--- src/rtl/mfl_pkg.sv ---
// mfl_pkg: shared types, constants and helpers for the message flood limiter.
// Used by every module in rtl/. No dependencies.
`default_nettype none

package mfl_pkg;

    localparam int TIME_W = 48;   // millisecond time stamps
    localparam int SEC_W  = 20;   // second counts
    localparam int MS_W   = 30;   // clamped seconds times 1000 fits in 30 bits
    localparam int IDX_W  = 2;    // config register index
    localparam int MAXM_W = 4;    // max_messages register

    localparam logic [SEC_W-1:0]  SECONDS_MAX = 20'd999999;
    localparam logic [MS_W-1:0]   MS_PER_S    = 30'd1000;
    // Lock remainder at or above this many ms reports SECONDS_MAX.
    localparam logic [TIME_W-1:0] WAIT_CLAMP_MS = 48'd999999000;

    // floor(d / 1000) == (d * DIV_MULT) >> DIV_SHIFT, exact for d < 2^30.
    localparam int                DIV_MULT_W = 31;
    localparam logic [DIV_MULT_W-1:0] DIV_MULT = 31'd1099511628;
    localparam int                DIV_SHIFT  = 40;

    // Register indexes.
    localparam logic [IDX_W-1:0] REG_MAX_MESSAGES    = 2'd0;
    localparam logic [IDX_W-1:0] REG_WINDOW_SECONDS  = 2'd1;
    localparam logic [IDX_W-1:0] REG_SILENCE_SECONDS = 2'd2;

    // Register reset values.
    localparam logic [MAXM_W-1:0] MAX_MESSAGES_RST    = 4'd4;
    localparam logic [SEC_W-1:0]  WINDOW_SECONDS_RST  = 20'd2;
    localparam logic [SEC_W-1:0]  SILENCE_SECONDS_RST = 20'd2;

    // Verdict codes.
    localparam logic [1:0] VERDICT_ACCEPT = 2'd0;
    localparam logic [1:0] VERDICT_LOCKED = 2'd1;
    localparam logic [1:0] VERDICT_NEW    = 2'd2;

    // Effective configuration, already clamped and scaled.
    typedef struct packed {
        logic [MAXM_W-1:0] max_eff;
        logic [MS_W-1:0]   window_ms;
        logic [SEC_W-1:0]  silence_s;
        logic [MS_W-1:0]   silence_ms;
    } t_cfg;

    function automatic logic [SEC_W-1:0] clamp_seconds(input logic [SEC_W-1:0] v);
        logic [SEC_W-1:0] r;
        r = v;
        if (v == '0) begin
            r = 20'd1;
        end else if (v > SECONDS_MAX) begin
            r = SECONDS_MAX;
        end
        return r;
    endfunction

    // Constant multiply, shift-and-add in synthesis.
    function automatic logic [MS_W-1:0] to_ms(input logic [SEC_W-1:0] s);
        return MS_W'(s) * MS_PER_S;
    endfunction

endpackage

`default_nettype wire

--- src/rtl/message_flood_limiter.sv ---
// message_flood_limiter: sliding-window flood limiter, one verdict per request.
// Input, stage 2 and output registers; one request per cycle while not stalled.
// The decision stage reads the prefetched ring slot, compares times and updates
// ring, slot and lock state in the same cycle; the wait divide sits one stage later.
// Reset (sync, active low) empties the pipe, clears the ring valid bits, slot and
// lock end, and restores max_messages=4, window_seconds=2, silence_seconds=2.
`default_nettype none

module message_flood_limiter #(
    parameter int RING_DEPTH = 16
) (
    input  wire logic                       i_clk,
    input  wire logic                       i_rst_n,
    // request channel
    input  wire logic                       i_s_tvalid,
    output logic                            o_s_tready,
    input  wire logic [47:0]                i_s_tdata,   // [47:0] now_ms
    // result channel
    output logic                            o_m_tvalid,
    input  wire logic                       i_m_tready,
    output logic      [23:0]                o_m_tdata,   // [0] rejected, [2:1] verdict,
                                                         // [22:3] wait_seconds, [23] zero
    // configuration writes
    input  wire logic                       i_cfg_we,
    input  wire logic [mfl_pkg::IDX_W-1:0]  i_cfg_idx,
    input  wire logic [mfl_pkg::SEC_W-1:0]  i_cfg_data
);

    localparam int SLOT_W = $clog2(RING_DEPTH);
    localparam int CMP_W  = (SLOT_W + 1 > mfl_pkg::MAXM_W) ? SLOT_W + 1 : mfl_pkg::MAXM_W;
    localparam int TW     = mfl_pkg::TIME_W;

    mfl_pkg::t_cfg cfg;

    mfl_cfg #(
        .RING_DEPTH (RING_DEPTH)
    ) u_cfg (
        .i_clk      (i_clk),
        .i_rst_n    (i_rst_n),
        .i_cfg_we   (i_cfg_we),
        .i_cfg_idx  (i_cfg_idx),
        .i_cfg_data (i_cfg_data),
        .o_cfg      (cfg)
    );

    // ---------------------------------------------------------------
    // Handshake: a single stall chain from the output register back.
    // ---------------------------------------------------------------
    logic r_s1_vld, r_s2_vld, r_out_vld;
    logic out_rdy, s2_rdy, adv1;

    assign out_rdy    = !r_out_vld || i_m_tready;
    assign s2_rdy     = !r_s2_vld || out_rdy;
    assign adv1       = r_s1_vld && s2_rdy;
    assign o_s_tready = !r_s1_vld || s2_rdy;

    // Input register
    logic [TW-1:0] r_s1_now;

    always_ff @(posedge i_clk) begin
        if (!i_rst_n) begin
            r_s1_vld <= 1'b0;
        end else if (o_s_tready) begin
            r_s1_vld <= i_s_tvalid;
        end
    end

    always_ff @(posedge i_clk) begin
        if (o_s_tready && i_s_tvalid) begin
            r_s1_now <= i_s_tdata;
        end
    end

    // ---------------------------------------------------------------
    // Decision stage: lock check, window check, ring and lock update.
    // ---------------------------------------------------------------
    logic [SLOT_W-1:0] r_slot, n_slot;
    logic [TW-1:0]     r_lock;
    logic [TW-1:0]     stamp;
    logic              stamp_vld;

    logic              locked, hit, accept;
    logic [TW-1:0]     lock_rem, age;
    logic [TW:0]       end_sum;
    logic [TW-1:0]     end_sat;
    logic [SLOT_W:0]   slot_inc;
    logic              wrap;
    logic [1:0]        verdict;

    assign locked   = r_s1_now < r_lock;
    assign lock_rem = r_lock - r_s1_now;
    assign age      = r_s1_now - stamp;
    // stamp later than now counts as outside the window
    assign hit      = stamp_vld && (stamp != '0) && (r_s1_now >= stamp)
                      && (age < TW'(cfg.window_ms));
    assign accept   = adv1 && !locked && !hit;

    assign end_sum  = {1'b0, r_s1_now} + (TW + 1)'(cfg.silence_ms);
    assign end_sat  = end_sum[TW] ? '1 : end_sum[TW-1:0];

    assign slot_inc = {1'b0, r_slot} + (SLOT_W + 1)'(1);
    assign wrap     = CMP_W'(slot_inc) >= CMP_W'(cfg.max_eff);
    assign n_slot   = accept ? (wrap ? '0 : slot_inc[SLOT_W-1:0]) : r_slot;

    always_comb begin
        priority if (locked) begin
            verdict = mfl_pkg::VERDICT_LOCKED;
        end else if (hit) begin
            verdict = mfl_pkg::VERDICT_NEW;
        end else begin
            verdict = mfl_pkg::VERDICT_ACCEPT;
        end
    end

    mfl_ring #(
        .RING_DEPTH (RING_DEPTH),
        .SLOT_W     (SLOT_W)
    ) u_ring (
        .i_clk   (i_clk),
        .i_rst_n (i_rst_n),
        .i_we    (accept),
        .i_waddr (r_slot),
        .i_wdata (r_s1_now),
        .i_raddr (n_slot),
        .o_rdata (stamp),
        .o_rvld  (stamp_vld)
    );

    always_ff @(posedge i_clk) begin
        if (!i_rst_n) begin
            r_slot <= '0;
            r_lock <= '0;
        end else begin
            r_slot <= n_slot;
            if (adv1 && !locked && hit) begin
                r_lock <= end_sat;
            end
        end
    end

    // Stage 2 register: verdict, over-range flag and truncated lock remainder
    logic [1:0]                r_s2_verdict;
    logic                      r_s2_big;
    logic [mfl_pkg::MS_W-1:0]  r_s2_rem;

    always_ff @(posedge i_clk) begin
        if (!i_rst_n) begin
            r_s2_vld <= 1'b0;
        end else if (s2_rdy) begin
            r_s2_vld <= r_s1_vld;
        end
    end

    always_ff @(posedge i_clk) begin
        if (adv1) begin
            r_s2_verdict <= verdict;
            r_s2_big     <= lock_rem >= mfl_pkg::WAIT_CLAMP_MS;
            r_s2_rem     <= lock_rem[mfl_pkg::MS_W-1:0];
        end
    end

    // ---------------------------------------------------------------
    // Wait seconds and output register.
    // ---------------------------------------------------------------
    logic [mfl_pkg::SEC_W-1:0] wait_s;

    mfl_wait u_wait (
        .i_verdict   (r_s2_verdict),
        .i_big       (r_s2_big),
        .i_rem_ms    (r_s2_rem),
        .i_silence_s (cfg.silence_s),
        .o_wait_s    (wait_s)
    );

    logic                      r_out_rej;
    logic [1:0]                r_out_verdict;
    logic [mfl_pkg::SEC_W-1:0] r_out_wait;

    always_ff @(posedge i_clk) begin
        if (!i_rst_n) begin
            r_out_vld <= 1'b0;
        end else if (out_rdy) begin
            r_out_vld <= r_s2_vld;
        end
    end

    always_ff @(posedge i_clk) begin
        if (out_rdy && r_s2_vld) begin
            r_out_rej     <= r_s2_verdict != mfl_pkg::VERDICT_ACCEPT;
            r_out_verdict <= r_s2_verdict;
            r_out_wait    <= wait_s;
        end
    end

    assign o_m_tvalid = r_out_vld;
    assign o_m_tdata  = {1'b0, r_out_wait, r_out_verdict, r_out_rej};

endmodule

`default_nettype wire

--- src/rtl/mfl_cfg.sv ---
// mfl_cfg: configuration registers, stored in clamped and pre-scaled form.
// Depends on mfl_pkg.
`default_nettype none

module mfl_cfg #(
    parameter int RING_DEPTH = 16
) (
    input  wire logic                       i_clk,
    input  wire logic                       i_rst_n,
    input  wire logic                       i_cfg_we,
    input  wire logic [mfl_pkg::IDX_W-1:0]  i_cfg_idx,
    input  wire logic [mfl_pkg::SEC_W-1:0]  i_cfg_data,
    output mfl_pkg::t_cfg                   o_cfg
);

    localparam int MAX_LIM_I = (RING_DEPTH - 1 > 15) ? 15 : RING_DEPTH - 1;
    localparam logic [mfl_pkg::MAXM_W-1:0] MAX_LIM = mfl_pkg::MAXM_W'(MAX_LIM_I);

    function automatic logic [mfl_pkg::MAXM_W-1:0] clamp_max(
        input logic [mfl_pkg::MAXM_W-1:0] m
    );
        logic [mfl_pkg::MAXM_W-1:0] r;
        r = m;
        if (m == '0) begin
            r = 4'd1;
        end else if (m > MAX_LIM) begin
            r = MAX_LIM;
        end
        return r;
    endfunction

    mfl_pkg::t_cfg r_cfg;
    logic [mfl_pkg::SEC_W-1:0] wr_sec;

    assign wr_sec = mfl_pkg::clamp_seconds(i_cfg_data);

    always_ff @(posedge i_clk) begin
        if (!i_rst_n) begin
            r_cfg.max_eff    <= clamp_max(mfl_pkg::MAX_MESSAGES_RST);
            r_cfg.window_ms  <= mfl_pkg::to_ms(mfl_pkg::WINDOW_SECONDS_RST);
            r_cfg.silence_s  <= mfl_pkg::SILENCE_SECONDS_RST;
            r_cfg.silence_ms <= mfl_pkg::to_ms(mfl_pkg::SILENCE_SECONDS_RST);
        end else if (i_cfg_we) begin
            unique case (i_cfg_idx)
                mfl_pkg::REG_MAX_MESSAGES: begin
                    r_cfg.max_eff <= clamp_max(i_cfg_data[mfl_pkg::MAXM_W-1:0]);
                end
                mfl_pkg::REG_WINDOW_SECONDS: begin
                    r_cfg.window_ms <= mfl_pkg::to_ms(wr_sec);
                end
                mfl_pkg::REG_SILENCE_SECONDS: begin
                    r_cfg.silence_s  <= wr_sec;
                    r_cfg.silence_ms <= mfl_pkg::to_ms(wr_sec);
                end
                default: begin
                    // unknown index: ignored
                end
            endcase
        end
    end

    assign o_cfg = r_cfg;

endmodule

`default_nettype wire

--- src/rtl/mfl_ring.sv ---
// mfl_ring: ring of accepted time stamps with per-entry valid bits and a
// registered prefetch of the slot the next request will use. Depends on mfl_pkg.
`default_nettype none

module mfl_ring #(
    parameter int RING_DEPTH = 16,
    parameter int SLOT_W     = 4
) (
    input  wire logic                        i_clk,
    input  wire logic                        i_rst_n,
    input  wire logic                        i_we,
    input  wire logic [SLOT_W-1:0]           i_waddr,
    input  wire logic [mfl_pkg::TIME_W-1:0]  i_wdata,
    input  wire logic [SLOT_W-1:0]           i_raddr,   // slot for the next request
    output logic      [mfl_pkg::TIME_W-1:0]  o_rdata,   // zero when never written
    output logic                             o_rvld
);

    logic [mfl_pkg::TIME_W-1:0] mem [RING_DEPTH];
    logic [RING_DEPTH-1:0]      r_valid;
    logic [mfl_pkg::TIME_W-1:0] r_rd;
    logic                       r_rd_vld;
    logic                       fwd;

    assign fwd = i_we && (i_raddr == i_waddr);

    always_ff @(posedge i_clk) begin
        if (i_we) begin
            mem[i_waddr] <= i_wdata;
        end
        r_rd <= fwd ? i_wdata : mem[i_raddr];
    end

    always_ff @(posedge i_clk) begin
        if (!i_rst_n) begin
            r_valid  <= '0;
            r_rd_vld <= 1'b0;
        end else begin
            if (i_we) begin
                r_valid[i_waddr] <= 1'b1;
            end
            r_rd_vld <= fwd || r_valid[i_raddr];
        end
    end

    assign o_rvld  = r_rd_vld;
    assign o_rdata = r_rd_vld ? r_rd : '0;

endmodule

`default_nettype wire

--- src/rtl/mfl_wait.sv ---
// mfl_wait: forms the reported wait_seconds from the decision stage's outputs;
// remaining lock ms are divided by 1000 through a reciprocal multiply. Depends on mfl_pkg.
`default_nettype none

module mfl_wait (
    input  wire logic [1:0]                 i_verdict,
    input  wire logic                       i_big,       // remainder beyond range
    input  wire logic [mfl_pkg::MS_W-1:0]   i_rem_ms,
    input  wire logic [mfl_pkg::SEC_W-1:0]  i_silence_s,
    output logic      [mfl_pkg::SEC_W-1:0]  o_wait_s
);

    localparam int PROD_W = mfl_pkg::MS_W + mfl_pkg::DIV_MULT_W;

    logic [PROD_W-1:0]         prod;
    logic [mfl_pkg::SEC_W-1:0] quot;

    assign prod = PROD_W'(i_rem_ms) * PROD_W'(mfl_pkg::DIV_MULT);
    assign quot = prod[mfl_pkg::DIV_SHIFT +: mfl_pkg::SEC_W];

    always_comb begin
        unique case (i_verdict)
            mfl_pkg::VERDICT_LOCKED: o_wait_s = i_big ? mfl_pkg::SECONDS_MAX : quot;
            mfl_pkg::VERDICT_NEW:    o_wait_s = i_silence_s;
            default:                 o_wait_s = '0;
        endcase
    end

endmodule

`default_nettype wire
--- config.mk ---
export PLATFORM = sky130hd
export DESIGN_NAME = message_flood_limiter
export DESIGN_NICKNAME = d
export VERILOG_FILES = /design/src/rtl/mfl_pkg.sv /design/src/rtl/message_flood_limiter.sv /design/src/rtl/mfl_cfg.sv /design/src/rtl/mfl_ring.sv /design/src/rtl/mfl_wait.sv
export SDC_FILE = /design/constraint.sdc
export NUM_CORES = 2
export LEC_CHECK = 0
export BUFFER_PORTS_ARGS = -buffer_cell sky130_fd_sc_hd__buf_2
export CORE_MARGIN = 2
export CORE_UTILIZATION = 30
export CTS_BUF_LIST = sky130_fd_sc_hd__clkbuf_16
export CTS_CLUSTER_SIZE = 30
export DETAILED_ROUTE_END_ITERATION = 7
export GPL_TIMING_DRIVEN = 0
export PLACE_DENSITY = 0.48
export SLEW_MARGIN = 30
export SYNTH_ARGS = -nofsm -noshare
export SYNTH_HDL_FRONTEND = slang
export SYNTH_SLANG_ARGS = --single-unit
export TNS_END_PERCENT = 50
--- constraint.sdc ---
create_clock -name i_clk -period 22.2 [get_ports i_clk]
set_clock_uncertainty 0.1 [all_clocks]
set_input_delay 1.11 -clock i_clk [delete_from_list [all_inputs] [get_ports i_clk]]
set_output_delay 1.11 -clock i_clk [all_outputs]
set_load 0.005 [all_outputs]
# Word level (Yosys, flattened, before mapping)
# Memories as Yosys holds them, arrays and structs flattened. A register that Yosys moved wholly into a read port is not among the register bits.
# Index checks and enable logic that the tools add are counted.
# totals
ff_bits	254
mem_count	1
wordCells	86
out_inout_bits	26
in_bits	75
mem_bits_rw	768
# mem_list
name	words	width	rd	rd_ports_with_merged_regs	write_ports	line_no	text
u_ring.mem	16	48	1	1	1	mfl_ring.sv:19	logic [mfl_pkg::TIME_W-1:0] mem [RING_DEPTH];
# classes
n_mul	2
n_addsub	4
order_cmp	10
n_bitwise	1
n_eq_ne	5
mux	17
n_reduce_logical	28
# op_table
op	n
$mux 48	2
$sub 48x48->48	2
$mux 20	3
$mul 30x29->58 const B	1
$add 48x30->49	1
$ge 48x30->1 const B	1
$ge 48x48->1	1
$lt 48x30->1	1
$lt 48x48->1	1
$reduce_bool 48->1	1
$pmux 20 s2	1
$mul 20x7->27 const B	1
$gt 20x20->1 const B	1
$logic_not 20->1	1
$mux 4	4
$or 16x16->16	1
$logic_and 1x1->1	11
$lt 4x5->1 const B	2
$reduce_and 2->1	3
$add 4x1->5 const B	1
$ge 5x4->1	1
$logic_not 1->1	5
$bmux 1 s4	1
$demux 1 s4	1
11 further kinds	19

# Longest topological paths before layout
# depth
depth_word	11
mapped_depth	41

# By module
# From an unflattened synthesis, not the netlist that was laid out.
# hier_totals
cells_unflattened	5411
area_unflattened_um2	65869.4
# by_module_without_submodules
mod	area_each_um2	instances	cells_per_inst
mfl_ring	30106.4	1	1329
message_flood_limiter	15184.6	1	1854
mfl_wait	13873.3	1	1450
mfl_cfg	6705.2	1	778

# Worst setup path after synthesis
# Ideal clock, no wire load.
# synth_path
kind	reg2reg
from	reg (tool-made name)
to	mem u_ring.mem[3][0] in the netlist's numbering, enable pin
stages_incl_launch_ff	38
path_slack_ns	11.831
t_arrival_ns	9.754
cell_sequence	dfxtp_1 > buf_6 > buf_12 > buf_12 > buf_6 > buf_6 > clkbuf_1 > mux4_2 > mux4_2 > nand2_1 > ha_1 > o21a_1 > o31a_1 > a41o_1 > a21oi_1 > a21o_1 > o21ai_1 > a21o_1 > [... 2 more ...] > a21oi_1 > xnor2_1 > ha_1 > nand3_1 > nor2_1 > nand4_1 > nor3_1 > o211ai_1 > nand4_1 > a211oi_1 > nand3_1 > nor4_2 > and4_4 > and4b_1 > buf_6 > nor2_8 > nand2_1 > nor3_1
# synth_lines
item	line_no
end: declaration	mfl_ring.sv:19

==> reports/metrics.csv <==
stage,metric,value,unit
critical_path,end_kind,flip-flop,
cts,clk_pin_slew,0.06,ns
pwr,p_total,0.00781,W
pwr,powerDensity,106,nW/um^2
critical_path,arrival,11.57,ns
cts,postCtsSetupBuffers,0,
sta,rsz0062_at_grt,no,
route,first_pass_iters,5,
route,drtIter0Drc,3129,
synth,avgSynthCellArea,12.6,sq um
cells_and_area,nNetsFinal,6378,
pwr,p_leak,29.2,nW
route,viasPerCell,4.95,
sta,post-route-period-util,50.6,%
sta,tightest_slew,1.01,ns
floorplan,die_w,464,um
synth,synth_warnings,0,
route,avgRoutedWirePerCell,23.8,um
global_routing,grt_first_pass_wirelength,289000,um
sta,fin_crit,11.22,ns
global_routing,grt_pass1_vias,42500,
global_routing,grt_max_degree,24,
cts,cts_resized,0,
route,vias,40800,
sta,setup_violations,0,
synth,netlist_area,63400,sq um
synth,seq_area_frac_synth,46.1,%
sta,relSlewSlack,32.7,%
worst_hold_path,hp-class,reg2reg,
global_routing,grt_util_all_layers,18.2,%
route,finalWirelength,196000,um
route,ant_nets,0,
floorplan,die-area,215000,sq um
sta,hold_viol,0,
cts,cts_hold_buffers,0,
cells_and_area,drive_above_1_share,12.7,%
synth,synth_cells,5026,
sta,hold_slack,0.364,ns
critical_path,cpMostUsedCell,buf_4,
critical_path,crit_required,22.54,ns
global_routing,gr-total-overflow,0,
synth,ys_types,95,
critical_path,cp_slowest_cell,buf_1,
cts,cts_buffer_depth,3,
cells_and_area,area_delta_synth_final,15.7,%
synth,synthFlopType,edfxtp_1,
critical_path,cp_max_fo,10,
cts,clockRootBuffer,clkbuf_16,
synth,synth-edff-count,872,
synth,syn_nets,6042,
placement,hpwl,152000,um
placement,port_buffers,98,
sta,tns,0,ns
route,route.detailed.drc,0,
pwr,ir_drop,0.142,mV
cts,cts_buffers,110,
cts,cts_tree,built,
floorplan,num_rows,168,
synth,async_flop_share,0,%
critical_path,crit_type,reg2reg,
critical_path,cpPeakStageDelay,0.72,ns
synth,ys_seq_elements,1024,
critical_path,crit_path_start_kind,flip-flop,
cts,clock-sinks,1024,
sta,max_freq,89.1,MHz
critical_path,ff2ff_setup_slack,10.98,ns
floorplan,fp.dieH,464,um
cts,clock_latency,0.76,ns
global_routing,antenna_found_initial,17,
job,drv_cap,0,
placement,gp_congestion,0.891,
outcome,status,finished clean,
cts,htreeDepth,3,
floorplan,io_pins,101,
floorplan,start_util,30.2,%
floorplan,core_region_area,210000,sq um
sta,slew_violations,0,
-- worst max-delay path: cells and delay by family, from the launching register on --
kind,cells,cell delay [ns]
AND/OR/NAND/NOR,13,2.89
adder cells (fa/ha/maj),2,0.62
buffers and inverters,12,3.47
XOR/XNOR,1,0.20
multiplexers,2,0.96
flip-flops,1,0.30
AO/OA/AOI/OAI,9,2.31
-- state kept, by name, summed over array words and instances (netlist names), named ones only --
signal,flops
r_s2_rem,30
r_lock,48
r_out_rej,1
r_out_verdict,2
u_ring.r_valid,16
r_s1_vld,1
r_s2_verdict,2
r_s1_now,48
r_s2_vld,1
r_slot,4
o_m_tvalid,1
u_ring.o_rvld,1
u_cfg.o_cfg,76
r_out_wait,20
u_ring.mem,768
r_s2_big,1
-- path summary, 6_finish.rpt --
path,from,cells after the start,to
setup reg to reg,flip-flop,39,u_ring.mem[0][43]$_DFFE_PP_
hold / removal,u_ring.r_valid[14]$_SDFFE_PN0P_,1,u_ring.r_valid[14]$_SDFFE_PN0P_
hold reg to reg,u_ring.r_valid[14]$_SDFFE_PN0P_,1,u_ring.r_valid[14]$_SDFFE_PN0P_
setup / recovery,flip-flop,39,u_ring.mem[0][43]$_DFFE_PP_
-- layer usage --
metal,GRT usage (%),part of all wire (%),vias to the layer above
met3,1.89,4.1,177
met4,3.86,1.9,4
met5,0,0.011,-
met2,31.3,49,883
met1,24.7,45,21000
li1,-,-,18800
-- kinds of logic (layout without fill, tap and decap cells) --
group | Yosys count | in the layout | synth area share, %
other cells | 1 | 2 | 0.00591
flops | 1024 | 1024 | 46.1
fa+ha+maj | 941 | 941 | 22.7
simple gates | 887 | 887 | 6.78
xor+xnor | 150 | 150 | 2.07
mux | 271 | 271 | 7.90
compound gates | 855 | 855 | 8.77
buf+inv | 897 | 1319 | 5.67
-- per-stage QoR --
stage / instances / utilization, % / instance area [sq um] / worst slack (ns)
2_1_floorplan: 5026 / - / 63400 / 11.83
3_3_place_gp: 7929 / 32.1 / 67400 / 3.75
3_5_place_dp: 8042 / 33.1 / 69500 / 11.01
4_1_cts: 8240 / 34.9 / 73200 / 10.96
5_1_grt: 8254 / 35.0 / 73400 / 10.38
6_report: 8254 / 35.0 / 73400 / 10.98
-- cell type report --
class / instances / area [sq um]
Clock inverter: 86 / 871
Sequential cell: 1024 / 29200
Timing Repair Buffer: 224 / 2610
Tap cell: 2805 / 3510
Fill cell: 20800 / 136000
Antenna cell: 1 / 2.50
Inverter: 734 / 2760
Clock buffer: 112 / 2800
Multi-Input combinational cell: 3105 / 30700
Buffer: 163 / 845
-- cells in the final DEF, fill, tap and decap left out, types with 149 or more instances in the layout --
master and n:
nor2_1 149, nand2_1 328, o21ai_0 160, inv_1 750, a21oi_1 236, fa_1 348
mux4_2 183, dfxtp_1 152, edfxtp_1 872, ha_1 593
-- cells in the mapped netlist (38+ instances only) --
library cell	n	share of area (%)
edfxtp_1	872	41
o21ai_0	160	1.3
nor2b_1	41	0.40
nand2_1	328	1.9
dfxtp_1	152	4.8
fa_1	348	11
clkbuf_1	90	0.53
inv_1	730	4.3
mux4_2	183	6.5
nor3_1	60	0.47
nor2_1	161	0.95
a21o_1	67	0.79
buf_2	38	0.30
ha_1	593	12
xor2_1	49	0.68
a21boi_0	48	0.57
a21oi_1	238	1.9
o21a_1	43	0.51
a22oi_1	56	0.66
mux2i_1	85	1.3
nand4_1	46	0.45
nand3_1	57	0.45
xnor2_1	101	1.4
-- power by group --
group / internal, W / switching, W / total, W
sequential: 0.00215 / 0.0000746 / 0.00222
clock: 0.00107 / 0.000807 / 0.00188
combinational: 0.00152 / 0.00219 / 0.00371
total: 0.00474 / 0.00307 / 0.00781
No activity file was read; power rests on OpenSTA's default activity.
